## src/rtl/sbc_pkg.sv

```systemverilog
// ----------------------------------------------------------------------------
// sbc_pkg
// Shared types, constants and the color shading function for the scaled
// palette sprite blit core.
// ----------------------------------------------------------------------------
`default_nettype none

package sbc_pkg;

  // Default replication limit
  localparam int SBC_MAX_SCALE = 8;

  // Field widths
  localparam int SRC_W   = 10;
  localparam int IDX_W   = 8;
  localparam int DST_W   = 11;
  localparam int OFF_W   = 12;
  localparam int SCL_W   = 4;
  localparam int GRP_W   = 5;
  localparam int CLIP_W  = 12;
  localparam int NIB_W   = 4;
  localparam int STEP_W  = 3;
  localparam int ADDR_W  = 5;
  localparam int DATA_W  = 32;

  localparam logic [CLIP_W-1:0] CLIP_LIMIT    = 12'd2048;
  localparam logic [IDX_W-1:0]  COLOR_CLIPPED = 8'h0F;

  // Register indexes (byte address / 4)
  localparam logic [2:0] REG_OFFSET_X   = 3'd0;
  localparam logic [2:0] REG_OFFSET_Y   = 3'd1;
  localparam logic [2:0] REG_SCALE      = 3'd2;
  localparam logic [2:0] REG_SHADE      = 3'd3;
  localparam logic [2:0] REG_GROUP      = 3'd4;
  localparam logic [2:0] REG_CLIP_W     = 3'd5;
  localparam logic [2:0] REG_CLIP_H     = 3'd6;

  // Microprogram addresses
  typedef logic [STEP_W-1:0] step_t;
  localparam step_t ADDR_IDLE = 3'd0;
  localparam step_t ADDR_MUL  = 3'd1;
  localparam step_t ADDR_SUM  = 3'd2;
  localparam step_t ADDR_CLIP = 3'd3;
  localparam step_t ADDR_EMIT = 3'd4;

  // Jump conditions
  typedef enum logic [2:0] {
    C_ALWAYS = 3'd0,
    C_IN     = 3'd1,
    C_SKIP   = 3'd2,
    C_EMPTY  = 3'd3,
    C_DONE   = 3'd4
  } cond_t;

  // One control word: datapath strobes, condition, taken / not-taken address
  typedef struct packed {
    logic  in_ready;
    logic  ld_mul;
    logic  ld_sum;
    logic  ld_clip;
    logic  emit;
    cond_t cond;
    step_t t_addr;
    step_t f_addr;
  } ucode_t;

  // Datapath status back to the sequencer
  typedef struct packed {
    logic skip;
    logic empty;
    logic done;
  } dp_status_t;

  // Configuration register file
  typedef struct packed {
    logic [OFF_W-1:0]  off_x;
    logic [OFF_W-1:0]  off_y;
    logic [SCL_W-1:0]  scale;
    logic [IDX_W-1:0]  shade;
    logic [GRP_W-1:0]  group;
    logic [CLIP_W-1:0] clip_w;
    logic [CLIP_W-1:0] clip_h;
  } cfg_t;

  // Shade a palette index; group change or nibble overflow gives the clip color
  function automatic logic [IDX_W-1:0] shade_color(input logic [IDX_W-1:0] idx,
                                                   input logic [IDX_W-1:0] shade,
                                                   input logic [GRP_W-1:0] grp);
    logic [IDX_W-1:0] s;
    logic [NIB_W-1:0] g;
    g = NIB_W'(grp - 5'd1);
    if (grp != '0) begin
      s = {{NIB_W{1'b0}}, idx[NIB_W-1:0]} + shade;
      shade_color = (s[IDX_W-1:NIB_W] != '0) ? COLOR_CLIPPED : {g, s[NIB_W-1:0]};
    end else begin
      s = idx + shade;
      shade_color = (s[IDX_W-1:NIB_W] != idx[IDX_W-1:NIB_W]) ? COLOR_CLIPPED : s;
    end
  endfunction

endpackage

`default_nettype wire

```

## src/rtl/sbc_ucode_rom.sv

```systemverilog
// ----------------------------------------------------------------------------
// sbc_ucode_rom
// Control store of the blit sequencer: one control word per step.
// ----------------------------------------------------------------------------
`default_nettype none

module sbc_ucode_rom
  import sbc_pkg::*;
(
  input  wire step_t  step,
  output ucode_t      word
);

  // Program:
  //   IDLE : take a pixel, wait here until one arrives
  //   MUL  : scale source coordinates, shade color; transparent or zero scale -> IDLE
  //   SUM  : add offsets, form block corners
  //   CLIP : clip block to destination; nothing left -> IDLE
  //   EMIT : one write per free output slot until the last one
  always_comb begin
    word = '{in_ready: 1'b0, ld_mul: 1'b0, ld_sum: 1'b0, ld_clip: 1'b0,
             emit: 1'b0, cond: C_ALWAYS, t_addr: ADDR_IDLE, f_addr: ADDR_IDLE};
    unique case (step)
      ADDR_IDLE: begin
        word.in_ready = 1'b1;
        word.cond     = C_IN;
        word.t_addr   = ADDR_MUL;
        word.f_addr   = ADDR_IDLE;
      end
      ADDR_MUL: begin
        word.ld_mul   = 1'b1;
        word.cond     = C_SKIP;
        word.t_addr   = ADDR_IDLE;
        word.f_addr   = ADDR_SUM;
      end
      ADDR_SUM: begin
        word.ld_sum   = 1'b1;
        word.cond     = C_ALWAYS;
        word.t_addr   = ADDR_CLIP;
      end
      ADDR_CLIP: begin
        word.ld_clip  = 1'b1;
        word.cond     = C_EMPTY;
        word.t_addr   = ADDR_IDLE;
        word.f_addr   = ADDR_EMIT;
      end
      ADDR_EMIT: begin
        word.emit     = 1'b1;
        word.cond     = C_DONE;
        word.t_addr   = ADDR_IDLE;
        word.f_addr   = ADDR_EMIT;
      end
      default: begin
        word.cond     = C_ALWAYS;
        word.t_addr   = ADDR_IDLE;
      end
    endcase
  end

endmodule

`default_nettype wire

```

## src/rtl/sbc_datapath.sv

```systemverilog
// ----------------------------------------------------------------------------
// sbc_datapath
// Pixel registers, coordinate scaling, clipping, write counters and the
// output register, all driven by the sequencer's control word.
// ----------------------------------------------------------------------------
`default_nettype none

module sbc_datapath
  import sbc_pkg::*;
#(
  parameter int MAX_SCALE = SBC_MAX_SCALE
)(
  input  wire                clk,
  input  wire                rst,
  input  wire ucode_t        ctrl,
  input  wire                in_fire,
  input  wire [SRC_W-1:0]    in_col,
  input  wire [SRC_W-1:0]    in_row,
  input  wire [IDX_W-1:0]    in_idx,
  input  wire cfg_t          cfg,
  output dp_status_t         status,
  output logic               m_tvalid,
  input  wire                m_tready,
  output logic [DATA_W-1:0]  m_tdata,   // dst_col[10:0], dst_row[21:11], color[29:22]
  output logic               m_tlast
);

  localparam int SCW = $clog2(MAX_SCALE + 1);
  localparam int PW  = SRC_W + SCW;
  localparam int XW  = PW + 2;

  // Pixel registers
  logic [SRC_W-1:0] col;
  logic [SRC_W-1:0] row;
  logic [IDX_W-1:0] idx;

  always_ff @(posedge clk) begin
    if (in_fire) begin
      col <= in_col;
      row <= in_row;
      idx <= in_idx;
    end
  end

  // Effective scale, clamped to MAX_SCALE
  logic [4:0]     scale_sel;
  logic [SCW-1:0] sc;

  always_comb begin
    scale_sel = ({1'b0, cfg.scale} > 5'(MAX_SCALE)) ? 5'(MAX_SCALE) : {1'b0, cfg.scale};
    sc        = scale_sel[SCW-1:0];
  end

  assign status.skip = (idx == '0) || (cfg.scale == '0);

  // Scale step
  logic [PW-1:0]    colsc;
  logic [PW-1:0]    rowsc;
  logic [IDX_W-1:0] color;

  always_ff @(posedge clk) begin
    if (ctrl.ld_mul) begin
      colsc <= {{SCW{1'b0}}, col} * {{SRC_W{1'b0}}, sc};
      rowsc <= {{SCW{1'b0}}, row} * {{SRC_W{1'b0}}, sc};
      color <= shade_color(idx, cfg.shade, cfg.group);
    end
  end

  // Offset step: block corners
  logic signed [XW-1:0] offx_ext;
  logic signed [XW-1:0] offy_ext;
  logic signed [XW-1:0] sc_m1;
  logic signed [XW-1:0] x0;
  logic signed [XW-1:0] x1;
  logic signed [XW-1:0] y0;
  logic signed [XW-1:0] y1;

  always_comb begin
    offx_ext = {{(XW-OFF_W){cfg.off_x[OFF_W-1]}}, cfg.off_x};
    offy_ext = {{(XW-OFF_W){cfg.off_y[OFF_W-1]}}, cfg.off_y};
    sc_m1    = {{(XW-SCW){1'b0}}, sc} - XW'(1);
  end

  always_ff @(posedge clk) begin
    if (ctrl.ld_sum) begin
      x0 <= offx_ext + {2'b00, colsc};
      x1 <= offx_ext + {2'b00, colsc} + sc_m1;
      y0 <= offy_ext + {2'b00, rowsc};
      y1 <= offy_ext + {2'b00, rowsc} + sc_m1;
    end
  end

  // Clip step
  logic [CLIP_W-1:0]    cw;
  logic [CLIP_W-1:0]    ch;
  logic signed [XW-1:0] cw_m1;
  logic signed [XW-1:0] ch_m1;
  logic signed [XW-1:0] xs_full;
  logic signed [XW-1:0] xe_full;
  logic signed [XW-1:0] ys_full;
  logic signed [XW-1:0] ye_full;

  always_comb begin
    cw      = (cfg.clip_w > CLIP_LIMIT) ? CLIP_LIMIT : cfg.clip_w;
    ch      = (cfg.clip_h > CLIP_LIMIT) ? CLIP_LIMIT : cfg.clip_h;
    cw_m1   = {{(XW-CLIP_W){1'b0}}, cw} - XW'(1);
    ch_m1   = {{(XW-CLIP_W){1'b0}}, ch} - XW'(1);
    xs_full = x0[XW-1] ? '0 : x0;
    ys_full = y0[XW-1] ? '0 : y0;
    xe_full = (x1 > cw_m1) ? cw_m1 : x1;
    ye_full = (y1 > ch_m1) ? ch_m1 : y1;
  end

  assign status.empty = (xs_full > xe_full) || (ys_full > ye_full);

  // Write rectangle and counters
  logic [DST_W-1:0] xs;
  logic [DST_W-1:0] xe;
  logic [DST_W-1:0] ye;
  logic [DST_W-1:0] x;
  logic [DST_W-1:0] y;
  logic             fire;
  logic             last_w;

  assign fire        = ctrl.emit && (!m_tvalid || m_tready);
  assign last_w      = (x == xe) && (y == ye);
  assign status.done = fire && last_w;

  always_ff @(posedge clk) begin
    if (ctrl.ld_clip) begin
      xs <= xs_full[DST_W-1:0];
      xe <= xe_full[DST_W-1:0];
      ye <= ye_full[DST_W-1:0];
      x  <= xs_full[DST_W-1:0];
      y  <= ys_full[DST_W-1:0];
    end else if (fire) begin
      if (x == xe) begin
        x <= xs;
        y <= y + DST_W'(1);
      end else begin
        x <= x + DST_W'(1);
      end
    end
  end

  // Output register
  logic [DST_W-1:0] o_col;
  logic [DST_W-1:0] o_row;
  logic [IDX_W-1:0] o_color;

  always_ff @(posedge clk) begin
    if (rst) begin
      m_tvalid <= 1'b0;
    end else if (fire) begin
      m_tvalid <= 1'b1;
    end else if (m_tready) begin
      m_tvalid <= 1'b0;
    end
  end

  always_ff @(posedge clk) begin
    if (fire) begin
      o_col   <= x;
      o_row   <= y;
      o_color <= color;
      m_tlast <= last_w;
    end
  end

  assign m_tdata = {{(DATA_W-2*DST_W-IDX_W){1'b0}}, o_color, o_row, o_col};

endmodule

`default_nettype wire

```

## src/rtl/scaled_palette_sprite_blit_core.sv

```systemverilog
// Flow: an accepted pixel steps through MUL, SUM and CLIP, then EMIT issues one
// write per surviving destination pixel, repeating while the output stalls; the
// sequencer takes one microprogram step a cycle and takes no new pixel until it
// is back in IDLE. Transparent pixels return after MUL, fully clipped ones after CLIP.
// Reset: synchronous, active high; registers return to their defaults
// (scale 1, clip 2048 x 2048, others 0) and the sequencer to its idle step.
// ----------------------------------------------------------------------------
// scaled_palette_sprite_blit_core
// Nearest-neighbor scaled, clipped and shaded palette sprite blit: each
// source pixel becomes a block of destination writes.
// ----------------------------------------------------------------------------
`default_nettype none

module scaled_palette_sprite_blit_core
  import sbc_pkg::*;
#(
  parameter int MAX_SCALE = SBC_MAX_SCALE
)(
  input  wire                clk,
  input  wire                rst,
  // pixel input
  input  wire                s_tvalid,
  output logic               s_tready,
  input  wire [DATA_W-1:0]   s_tdata,   // src_col[9:0], src_row[19:10], pixel_index[27:20]
  // write output
  output logic               m_tvalid,
  input  wire                m_tready,
  output logic [DATA_W-1:0]  m_tdata,   // dst_col[10:0], dst_row[21:11], color[29:22]
  output logic               m_tlast,   // last write of a pixel
  // configuration
  input  wire                psel,
  input  wire                penable,
  input  wire                pwrite,
  input  wire [ADDR_W-1:0]   paddr,
  input  wire [DATA_W-1:0]   pwdata,
  output logic [DATA_W-1:0]  prdata,
  output logic               pready
);

  // Configuration registers
  cfg_t       cfg;
  logic [2:0] reg_idx;
  logic       wr_en;

  assign pready  = 1'b1;
  assign reg_idx = paddr[4:2];
  assign wr_en   = psel && penable && pwrite && pready;

  always_ff @(posedge clk) begin
    if (rst) begin
      cfg.off_x  <= '0;
      cfg.off_y  <= '0;
      cfg.scale  <= SCL_W'(1);
      cfg.shade  <= '0;
      cfg.group  <= '0;
      cfg.clip_w <= CLIP_LIMIT;
      cfg.clip_h <= CLIP_LIMIT;
    end else if (wr_en) begin
      unique case (reg_idx)
        REG_OFFSET_X: cfg.off_x  <= pwdata[OFF_W-1:0];
        REG_OFFSET_Y: cfg.off_y  <= pwdata[OFF_W-1:0];
        REG_SCALE:    cfg.scale  <= pwdata[SCL_W-1:0];
        REG_SHADE:    cfg.shade  <= pwdata[IDX_W-1:0];
        REG_GROUP:    cfg.group  <= pwdata[GRP_W-1:0];
        REG_CLIP_W:   cfg.clip_w <= pwdata[CLIP_W-1:0];
        REG_CLIP_H:   cfg.clip_h <= pwdata[CLIP_W-1:0];
        default: ;
      endcase
    end
  end

  // Register read-back
  always_comb begin
    unique case (reg_idx)
      REG_OFFSET_X: prdata = DATA_W'(cfg.off_x);
      REG_OFFSET_Y: prdata = DATA_W'(cfg.off_y);
      REG_SCALE:    prdata = DATA_W'(cfg.scale);
      REG_SHADE:    prdata = DATA_W'(cfg.shade);
      REG_GROUP:    prdata = DATA_W'(cfg.group);
      REG_CLIP_W:   prdata = DATA_W'(cfg.clip_w);
      REG_CLIP_H:   prdata = DATA_W'(cfg.clip_h);
      default:      prdata = '0;
    endcase
  end

  // Sequencer: step counter, control store, branch condition
  step_t      step;
  step_t      step_next;
  ucode_t     ctrl;
  dp_status_t status;
  logic       in_fire;
  logic       taken;

  sbc_ucode_rom u_rom (
    .step (step),
    .word (ctrl)
  );

  assign s_tready = ctrl.in_ready;
  assign in_fire  = s_tvalid && s_tready;

  always_comb begin
    unique case (ctrl.cond)
      C_ALWAYS: taken = 1'b1;
      C_IN:     taken = in_fire;
      C_SKIP:   taken = status.skip;
      C_EMPTY:  taken = status.empty;
      C_DONE:   taken = status.done;
      default:  taken = 1'b1;
    endcase
    step_next = taken ? ctrl.t_addr : ctrl.f_addr;
  end

  always_ff @(posedge clk) begin
    if (rst) begin
      step <= ADDR_IDLE;
    end else begin
      step <= step_next;
    end
  end

  // Datapath
  sbc_datapath #(
    .MAX_SCALE (MAX_SCALE)
  ) u_dp (
    .clk      (clk),
    .rst      (rst),
    .ctrl     (ctrl),
    .in_fire  (in_fire),
    .in_col   (s_tdata[SRC_W-1:0]),
    .in_row   (s_tdata[2*SRC_W-1:SRC_W]),
    .in_idx   (s_tdata[2*SRC_W+IDX_W-1:2*SRC_W]),
    .cfg      (cfg),
    .status   (status),
    .m_tvalid (m_tvalid),
    .m_tready (m_tready),
    .m_tdata  (m_tdata),
    .m_tlast  (m_tlast)
  );

  // Checks
  a_in_starts_program: assert property (@(posedge clk) disable iff (rst)
    in_fire |=> step == ADDR_MUL)
    else $error("accepted pixel did not start the microprogram");

  a_last_returns_idle: assert property (@(posedge clk) disable iff (rst)
    (step == ADDR_EMIT && status.done) |=> step == ADDR_IDLE)
    else $error("sequencer did not return to idle after the last write");

  a_skip_no_write: assert property (@(posedge clk) disable iff (rst)
    (step == ADDR_MUL && status.skip) |=> !$rose(m_tvalid))
    else $error("transparent pixel produced a write");

  a_emit_tlast: assert property (@(posedge clk) disable iff (rst)
    (step == ADDR_EMIT && status.done) |=> m_tvalid && m_tlast)
    else $error("final write of a pixel not marked last");

endmodule

`default_nettype wire

```

## config.mk

```make
export PLATFORM = sky130hd
export DESIGN_NAME = scaled_palette_sprite_blit_core
export DESIGN_NICKNAME = d
export VERILOG_FILES = /design/src/rtl/sbc_pkg.sv /design/src/rtl/sbc_ucode_rom.sv /design/src/rtl/sbc_datapath.sv /design/src/rtl/scaled_palette_sprite_blit_core.sv
export SDC_FILE = /design/constraint.sdc
export NUM_CORES = 1
export LEC_CHECK = 0
export ABC_AREA = 1
export BUFFER_PORTS_ARGS = -buffer_cell sky130_fd_sc_hd__buf_2
export CAP_MARGIN = 10
export CORE_UTILIZATION = 56
export DETAILED_ROUTE_END_ITERATION = 12
export PLACE_DENSITY = 0.78
export SLEW_MARGIN = 0
export SYNTH_ARGS = -nofsm -noshare
export SYNTH_HDL_FRONTEND = slang
export SYNTH_HIERARCHICAL = 1
export SYNTH_SLANG_ARGS = --single-unit
```

## constraint.sdc

```tcl
create_clock -name clk -period 4.3 [get_ports clk]
set_input_delay 0.86 -clock clk [delete_from_list [all_inputs] [get_ports clk]]
set_output_delay 0.86 -clock clk [all_outputs]
set_load 0.02 [all_outputs]
```

==> impl_metrics.py, run 1 <==
metrics = {
    "placed_design": {
        "io_buffers": 94,
        "dp_hpwl_um": 36000,
        "placed_area_um2": 21000,
        "gp_congestion": 0.966,
        "pre_cts_ws_ns": -0.661,
    },
    "layout": {
        "diodes": 0,
        "final_nets": 2823,
        "area_growth_syn_to_layout_pct": 18.3,
        "fillers": 2690,
        "drive_gt1_frac": 0.181,
        "finalInstanceArea_um2": 22800,
    },
    "drt": {
        "drt_pass1_iterations": 6,
        "wl_per_cell_um": 15.7,
        "vias": 16196,
        "drc": 0,
        "antenna_left": 0,
        "drt_iter0_drc": 1055,
        "avgViaCountPerCell": 5.38,
        "postRouteWirelength_um": 47200,
    },
    "floorplanning": {
        "coreArea_um2": 33700,
        "initial_core_util": 0.572,
        "die_h_um": 188,
        "die_w_um": 188,
        "dieArea_um2": 35200,
        "rows": 67,
        "design.portCount": 144,
    },
    "power_and_ir_drop": {
        "leakage_nw": 11.0,
        "powerDensity_nw_per_um2": 415,
        "ir_drop_uv": 351,
    },
    "global_routing": {
        "grt_pass1_wl_um": 74600,
        "grt_max_degree": 69,
        "grt_util_all_layers": 0.261,
        "grt_antenna_before_repair": 0,
        "overflow": 0,
        "first_global_vias": 15434,
    },
    "hold_path": {
        "min_to": "u_dp/o_color[0]",
        "hp-class": "reg2reg",
        "hold_depth": 0,
        "hp-start": "u_dp/color[0]",
    },
    "timing": {
        "fin_crit_sh": 1.10,
        "rsz0062_at_grt": "true",
        "timing.slew.headroom": 0.313,
        "hold_viol": 0,
        "skew_ns": 0.0260,
        "finalWorstSetupSlack_ns": -0.411,
        "fin_crit_ns": 4.71,
        "fmax_mhz": 212,
        "finalSetupViolCount": 3,
        "final_max_slew_viol_count": 0,
        "worstMarginPinSlew_ns": 1.03,
    },
    "worst_setup_path": {
        "cp.arrival_ns": 5.17,
        "crit_start": "cfg[12]",
        "cp_max_fo": 6,
        "max_stage_delay_ns": 0.32,
        "crit_path_start_kind": "flop",
        "r2r-end": "step[1]",
        "worstSetupPathType": "reg2reg",
        "rrSetupSlack_ns": -0.41,
        "cp_slowest_cell": "dfxtp_2",
        "reg2reg_depth": 40,
        "worstPathRequired_ns": 4.76,
        "end_kind": "flop",
        "cpMostUsedCell": "nand2_1",
        "r2r-start": "cfg[12]",
    },
    "clocking": {
        "cts_inserted_buffers": 31,
        "cts.path.max_buffers": 3,
        "clock_latency_ns": 0.59,
        "cts_sinks": 283,
        "tritoncts": "done",
        "root_buffer": "clkbuf_16",
        "cts_hold_buf": 0,
        "clkSlewWorstSetupHoldPaths_ns": 0.06,
        "htreeDepth": 1,
    },
    "synth": {
        "synth_edf_count": 214,
        "ys_types": 57,
        "synth.yosys.warnings": 6,
        "yosys-top-cells-area": "edfxtp_1 (33%), ha_1 (11%), nand2_1 (9.9%), dfxtp_1 (7.2%), inv_1 (5.8%)",
        "synth_top_area_share": 0.333,
        "avgSynthCellArea_um2": 8.38,
        "synthFlopType": "edfxtp_1",
        "synth_seq_cells": 283,
        "syn_inst": 2302,
        "yosys.area.top_type": "edfxtp_1",
        "async_flop_share": 0,
        "syn_area_um2": 19300,
        "ys_seq_area_frac": 0.405,
    },
    "status": {
        "outcome": "finished, violations left",
        "violations": "negative setup slack",
    },
    "job": {
        "maxCapViolCount": 0,
    },
}
[synthesized netlist by cell type, types with 16 or more instances]
library cell,number
ha_1,170
inv_1,297
o21ai_1,16
nor3_1,30
nand2_1,506
a31oi_1,16
o21ai_0,129
dfxtp_1,69
xor2_1,76
edfxtp_1,214
clkbuf_1,16
nand4_1,21
nand3_1,90
nor2_1,290
fa_1,37
a21oi_1,106
buf_4,33
xnor2_1,43
[layer usage]
| metal | wire length [µm] | track usage |
|---|---|---|
| met1 | 20000 | 0.343 |
| met3 | 2970 | 0.0249 |
| met2 | 22800 | 0.451 |
| met4 | 1450 | 0.0888 |
| met5 | 0 | 0 |
[report_power, final]
group          internal, W  leakage [nW]  switching [W]
sequential         0.00358          2.53       0.000238
combinational      0.00106          7.98        0.00180
clock              0.00163         0.509        0.00116
total              0.00627          11.0        0.00319
[state kept, by name (all words and copies together) (netlist names)]
register	count
u_dp/rowsc	14
u_dp/col	10
u_dp/o_row	11
u_dp/color	8
u_dp/y1	16
u_dp/y0	16
u_dp/idx	8
u_dp/x	11
u_dp/x0	16
u_dp/colsc	14
u_dp/xe	11
u_dp/xs	11
u_dp/x1	16
u_dp/y	11
cfg	65
u_dp/m_tlast	1
u_dp/row	10
u_dp/m_tvalid	1
step	3
u_dp/o_col	11
u_dp/ye	11
u_dp/o_color	8
[stage by stage]
stage                     setup TNS (ns)  hold WS [ns]   util  cells  power (W)
final                              -1.22         0.421  0.677   3013    0.00946
after global routing               -2.27         0.431  0.677   3013    0.00996
after floorplan                        0         0.400      -   2323    0.00564
after CTS                          -1.03         0.420  0.661   2997    0.00932
after detailed placement           -1.97         0.405  0.624   2934    0.00647
after global placement             -1.14         0.404  0.624   2934    0.00636
[worst max-delay path, delay by kind of cell, from the launching register on]
family	cells	cell delay [ns]
simple gates	30	2.72
fa+ha+maj	3	0.73
compound gates	4	0.61
flops	1	0.32
buf+inv	3	0.16
[cell families (layout without fill, tap and decap cells)]
logic type / after synthesis / after routing / synth area share
simple gates: 1001 / 1002 / 0.217
flops: 283 / 283 / 0.405
xor+xnor: 122 / 122 / 0.0570
other cells: 4 / 25 / 0.000779
buf+inv: 371 / 612 / 0.0813
compound gates: 314 / 314 / 0.0902
fa+ha+maj: 207 / 207 / 0.149
[layout by cell type (no fill, tap or decap), types with 9 or more instances in the layout]
cell type and n:
nor4_1 9, fa_1 37, edfxtp_1 214, clkbuf_16 32, nor2_4 10, dfxtp_1 56, ha_1 157, inv_1 289
nand4_1 21, nand2_2 29, xnor2_1 42, conb_1 25, o21ai_0 122, dfxtp_2 13, buf_2 94, nand3b_1 11
nand2_1 483, nor2_2 16, nor2_1 277, nand3_1 83, o21ai_2 11, nor3_1 24, buf_4 143, inv_2 18
xor2_1 75, o21ai_1 17, a31oi_1 16, ha_4 12, a21oi_1 99
[repair_timing]
action                     4_1_cts  5_1_grt
pin swaps                       35       56
resized for setup               39       95
cloned                           0        2
setup buffers                    5       14
setup endpoints to repair        3        3
[cell type report]
type / instances / area, µm² / share of cell area
clock buffers: 31 / 776 / 0.0340
clock inverters: 27 / 307 / 0.0134
inverters: 309 / 1160 / 0.0511
multi-input cells: 1670 / 10500 / 0.461
flip-flops and latches: 283 / 7820 / 0.343
well taps: 448 / 561 / 0.0246
repair buffers: 245 / 1670 / 0.0730
[how the worst max path moves through the flow]
stage | cells past startpoint | endpoint | slack [ns]
global placement | 36 | step[1] | -0.38
floorplan | 40 | step[0] | 0.009
detailed placement | 41 | step[0] | -0.66
global route | 42 | step[1] | -0.77
finish | 40 | step[1] | -0.41
CTS | 41 | step[0] | -0.35
Power figures use the tool's default switching activity.
==> run 2, diff against run 1 <==
- clock period: 4.3 -> 4.2 ns (I/O delays scaled with it)
==> impl_metrics.py, run 2 (synthesized netlist as in run 1, its figures left out) <==
metrics = {
    "status": {
        "outcome": "finished, violations left",
        "violations": "negative setup slack",
    },
    "worst_setup_path": {
        "worstPathRequired_ns": 4.66,
        "crit_path_start_kind": "flop",
        "r2r-end": "step[0]",
        "cpMostUsedCell": "nand2_1",
        "worst-path-buf-inv": 6,
        "cpLargestDelayFamily": "simple AND/OR/NAND/NOR gates",
        "worstSetupPathType": "reg2reg",
        "max_stage_delay_ns": 0.33,
        "cp_slowest_cell": "dfxtp_2",
        "cp_max_fo": 6,
        "cp.arrival_ns": 5.24,
        "reg2reg_depth": 41,
        "crit_start": "cfg[20]",
        "rrSetupSlack_ns": -0.59,
        "r2r-start": "cfg[20]",
        "end_kind": "flop",
    },
    "power_and_ir_drop": {
        "ir_drop_uv": 422,
        "powerDensity_nw_per_um2": 426,
        "finalPower_w": 0.00980,
        "leakage_nw": 11.1,
    },
    "clocking": {
        "root_buffer": "clkbuf_16",
        "htreeDepth": 1,
        "cts.path.max_buffers": 3,
        "tritoncts": "done",
        "cts_inserted_buffers": 31,
        "clkSlewWorstSetupHoldPaths_ns": 0.06,
        "cts_sinks": 283,
        "clock_latency_ns": 0.57,
        "cts_hold_buf": 0,
    },
    "layout": {
        "area_growth_syn_to_layout_pct": 19.2,
        "diodes": 0,
        "drive_gt1_frac": 0.191,
        "mostFrequentLayoutCell": "nand2_1",
        "regMostFlops": "cfg",
        "final_nets": 2837,
        "final_cell_mix": "nand2_1 (484), inv_1 (288), nor2_1 (277)",
        "postLayoutCoreUtil": 0.682,
        "largest_reg_flops": 65,
    },
    "timing": {
        "worstMarginPinSlew_ns": 1.05,
        "finalSetupViolCount": 3,
        "fin_crit_ns": 4.79,
        "fin_crit_sh": 1.14,
        "skew_ns": 0.0125,
        "finalWorstSetupSlack_ns": -0.586,
        "final_max_slew_viol_count": 0,
        "timing.slew.headroom": 0.300,
        "fmax_mhz": 209,
        "hold_viol": 0,
        "rsz0062_at_grt": "true",
    },
    "hold_path": {
        "min_to": "u_dp/o_color[5]",
        "hp-start": "u_dp/color[5]",
        "hp-class": "reg2reg",
        "hold_depth": 0,
    },
    "placed_design": {
        "dp_hpwl_um": 36600,
        "gp_congestion": 0.948,
        "io_buffers": 94,
    },
    "floorplanning": {
        "dieArea_um2": 35200,
        "coreArea_um2": 33700,
        "design.portCount": 144,
        "die_w_um": 188,
        "initial_core_util": 0.572,
        "die_h_um": 188,
        "rows": 67,
    },
    "global_routing": {
        "grt_antenna_before_repair": 0,
        "overflow": 0,
        "grt_pass1_wl_um": 76100,
        "grt_max_degree": 69,
        "first_global_vias": 15839,
        "grt_util_all_layers": 0.267,
    },
    "drt": {
        "wl_per_cell_um": 15.9,
        "avgViaCountPerCell": 5.38,
        "drt_pass1_iterations": 5,
        "drc": 0,
        "antenna_left": 0,
        "drt_iter0_drc": 1174,
        "vias": 16285,
        "postRouteWirelength_um": 48000,
    },
    "job": {
        "maxCapViolCount": 0,
    },
}
==> run 2: cell count changes in the layout (fill, tap and decap cells not counted), sizes merged <==
cell,before,now
buf,244,258
bufinv,5,6
clkbuf,32,35
clkinv,14,12
clkinvlp,7,5
inv,310,309
==> run 2: layout make-up <==
class / instances / area (µm²)
Fill cell: 2640 / 10700
Multi-Input combinational cell: 1670 / 10600
Sequential cell: 283 / 7830
Timing Repair Buffer: 258 / 1750
Inverter: 309 / 1170
Clock buffer: 35 / 822
Tap cell: 448 / 561
Clock inverter: 22 / 278
Timing Repair inverter: 1 / 7.51
==> run 2: power by group <==
part | internal [W] | switching (W) | total, W
Clock | 0.00177 | 0.00114 | 0.00292
Sequential | 0.00367 | 0.000250 | 0.00392
Combinational | 0.00109 | 0.00187 | 0.00296
==> run 2: timing repair <==
item | in CTS | in global routing
setup endpoints to repair | 3 | 3
gates resized for setup | 83 | 59
pin swaps | 70 | 45
gates cloned | 2 | 1
buffers inserted | 17 | 9
==> run 2: how the worst max path moves through the flow <==
stage                          to  slack, ns  depth (start not counted)
after floorplan           step[0]      0.006                         40
after detailed placement  step[0]      -0.60                         39
after global routing      step[0]      -0.89                         42
after global placement    step[2]      -0.42                         43
after CTS                 step[0]      -0.43                         40
final                     step[0]      -0.59                         41
==> run 2: routing by layer <==
layer / up-vias / track usage / wire length, µm
met5: - / 0.00549 / 0
met1: 7582 / 0.324 / 19700
met2: 539 / 0.467 / 23400
met4: 0 / 0.112 / 1940
li1: 8040 / - / -
met3: 124 / 0.0451 / 3030
==> run 2: per-stage QoR <==
stage          hold slack [ns]  setup slack, ns  std cells  area, µm²  TNS (ns)
6_report                 0.417           -0.586       3026      23000     -1.72
5_1_grt                  0.417           -0.889       3026      23000     -2.64
4_1_cts                  0.415           -0.425       3016      22600     -1.23
3_5_place_dp             0.407           -0.601       2940      21100     -1.77
3_3_place_gp             0.403           -0.421       2940      21100     -1.26
2_1_floorplan            0.400          0.00645       2323      19400         0
==> run 3, diff against run 2 <==
- SYNTH_HIERARCHICAL: 1 -> default
==> impl_metrics.py, run 3 <==
metrics = {
    "status": {
        "outcome": "finished, violations left",
        "violations": "negative setup slack",
    },
    "drt": {
        "antenna_left": 0,
        "vias": 15330,
        "drt_pass1_iterations": 6,
        "postRouteWirelength_um": 45700,
        "wl_per_cell_um": 16.2,
        "drt_iter0_drc": 1318,
        "avgViaCountPerCell": 5.44,
        "drc": 0,
    },
    "floorplanning": {
        "design.portCount": 144,
        "initial_core_util": 0.572,
        "dieArea_um2": 34000,
        "coreArea_um2": 32600,
        "rows": 66,
        "die_h_um": 184,
        "die_w_um": 184,
    },
    "synth": {
        "syn_area_um2": 18600,
        "synth_top_area_share": 0.345,
        "synth_seq_cells": 283,
        "syn_inst": 2116,
        "yosys.area.top_type": "edfxtp_1",
        "synthFlopType": "edfxtp_1",
        "ys_seq_area_frac": 0.419,
        "async_flop_share": 0,
        "synth_edf_count": 214,
        "yosysMostFrequentCell": "nand2_1",
        "ys_top_cells_by_count": "nand2_1 (390), inv_1 (281), nor2_1 (215)",
        "ys_types": 61,
        "yosys-top-cells-area": "edfxtp_1 (34%), ha_1 (11%), nand2_1 (7.9%), dfxtp_1 (7.4%), inv_1 (5.7%)",
        "synth.yosys.warnings": 0,
        "avgSynthCellArea_um2": 8.81,
    },
    "timing": {
        "skew_ns": 0.0103,
        "fin_crit_ns": 4.75,
        "timing.slew.headroom": 0.223,
        "fin_crit_sh": 1.13,
        "finalSetupTns_ns": -1.07,
        "finalSetupViolCount": 2,
        "finalWorstSetupSlack_ns": -0.553,
        "fmax_mhz": 210,
        "rsz0062_at_grt": "true",
        "hold_ws_ns": 0.415,
        "final_max_slew_viol_count": 0,
        "hold_viol": 0,
        "worstMarginPinSlew_ns": 1.16,
    },
    "clocking": {
        "cts_sinks": 283,
        "cts_hold_buf": 0,
        "htreeDepth": 1,
        "cts.path.max_buffers": 3,
        "root_buffer": "clkbuf_16",
        "clock_latency_ns": 0.56,
        "clkSlewWorstSetupHoldPaths_ns": 0.06,
        "cts_inserted_buffers": 31,
        "tritoncts": "done",
    },
    "global_routing": {
        "grt_pass1_wl_um": 72200,
        "first_global_vias": 14986,
        "overflow": 0,
        "grt_util_all_layers": 0.268,
        "grt_max_degree": 73,
        "grt_antenna_before_repair": 1,
    },
    "power_and_ir_drop": {
        "ir_drop_uv": 330,
        "finalPower_w": 0.00852,
        "leakage_nw": 10.3,
        "powerDensity_nw_per_um2": 385,
    },
    "hold_path": {
        "hp-start": "u_dp.color[1]",
        "hp-class": "reg2reg",
        "hold_depth": 0,
    },
    "layout": {
        "final_cell_mix": "nand2_1 (377), inv_1 (276), edfxtp_1 (214)",
        "mostFrequentLayoutCell": "nand2_1",
        "largest_reg_flops": 65,
        "final_nets": 2635,
        "finalInstanceArea_um2": 22100,
        "drive_gt1_frac": 0.177,
        "diodes": 0,
        "regMostFlops": "cfg",
        "area_growth_syn_to_layout_pct": 18.7,
    },
    "job": {
        "maxCapViolCount": 0,
    },
    "placed_design": {
        "gp_congestion": 0.935,
        "pre_cts_ws_ns": -0.541,
        "io_buffers": 94,
        "placed_area_um2": 20400,
        "dp_hpwl_um": 34800,
    },
    "worst_setup_path": {
        "crit_start": "cfg[13]",
        "worstSetupPathType": "reg2reg",
        "reg2reg_depth": 41,
        "r2r-start": "cfg[13]",
        "cpMostUsedCell": "nand2_1",
        "worstPathRequired_ns": 4.70,
        "crit_path_start_kind": "flop",
        "cp_slowest_cell": "dfxtp_2",
        "end_kind": "flop",
        "cp.arrival_ns": 5.25,
        "cp_max_fo": 5,
        "max_stage_delay_ns": 0.35,
    },
}
-- run 3: layer usage --
layer	global-route usage	vias up	wire length, µm
met5	0	-	13
met4	0.115	2	2010
met3	0.0439	145	3050
met2	0.460	554	21800
met1	0.334	7114	18900
li1	-	7515	-
-- run 3: cells by family (layout without fill, tap and decap cells) --
group                    after synthesis  count (layout)  share of synthesized area
flip-flops                           283             283                      0.419
adder cells (fa/ha/maj)              207             207                      0.154
AO/OA/AOI/OAI                        385             385                      0.116
buffers and inverters                357             596                     0.0781
other                                  2              23                   0.000403
XOR/XNOR                             126             126                     0.0600
AND/OR/NAND/NOR                      756             756                      0.173
-- run 3: report_power, final --
group          internal (W)  switching (W)  total [W]
logic              0.000822        0.00132    0.00215
registers           0.00342       0.000169    0.00359
clock network       0.00168        0.00111    0.00279
total               0.00592        0.00260    0.00852
-- run 3: worst paths after layout --
kind                                   endpoint  slack, ns
worst max-delay path                    step[2]      -0.55
worst min-delay path            u_dp.o_color[1]       0.42
worst max register to register          step[2]      -0.55
worst min register to register  u_dp.o_color[1]       0.42
-- run 3: through the flow --
step                      instances   util
after floorplan                2137      -
after global placement         2732  0.626
after detailed placement       2732  0.626
after CTS                      2802  0.666
after global routing           2818  0.679
final                          2818  0.679
-- run 3: cell type report --
| class | instances | area, µm² |
|---|---|---|
| inverter | 300 | 1140 |
| clock buffer | 36 | 847 |
| clock inverter | 21 | 205 |
| timing repair buffer | 239 | 1650 |
| fill | 2486 | 10500 |
| tap | 442 | 553 |
| multi-input combinational | 1497 | 9920 |
| sequential | 283 | 7810 |
-- run 3: timing repair --
item	4_1_cts	5_1_grt
buffers inserted	12	15
endpoints found under the setup margin	2	2
endpoints found under the hold margin	0	0
pin swaps	20	40
cloned	1	1
gates resized for setup	43	55
-- run 3: critical path: cells and delay by family, from the launching register on --
family                   cells  cell delay (ns)
AND/OR/NAND/NOR             29             2.74
flip-flops                   1             0.35
AO/OA/AOI/OAI                4             0.42
adder cells (fa/ha/maj)      3             0.69
buffers and inverters        5             0.48
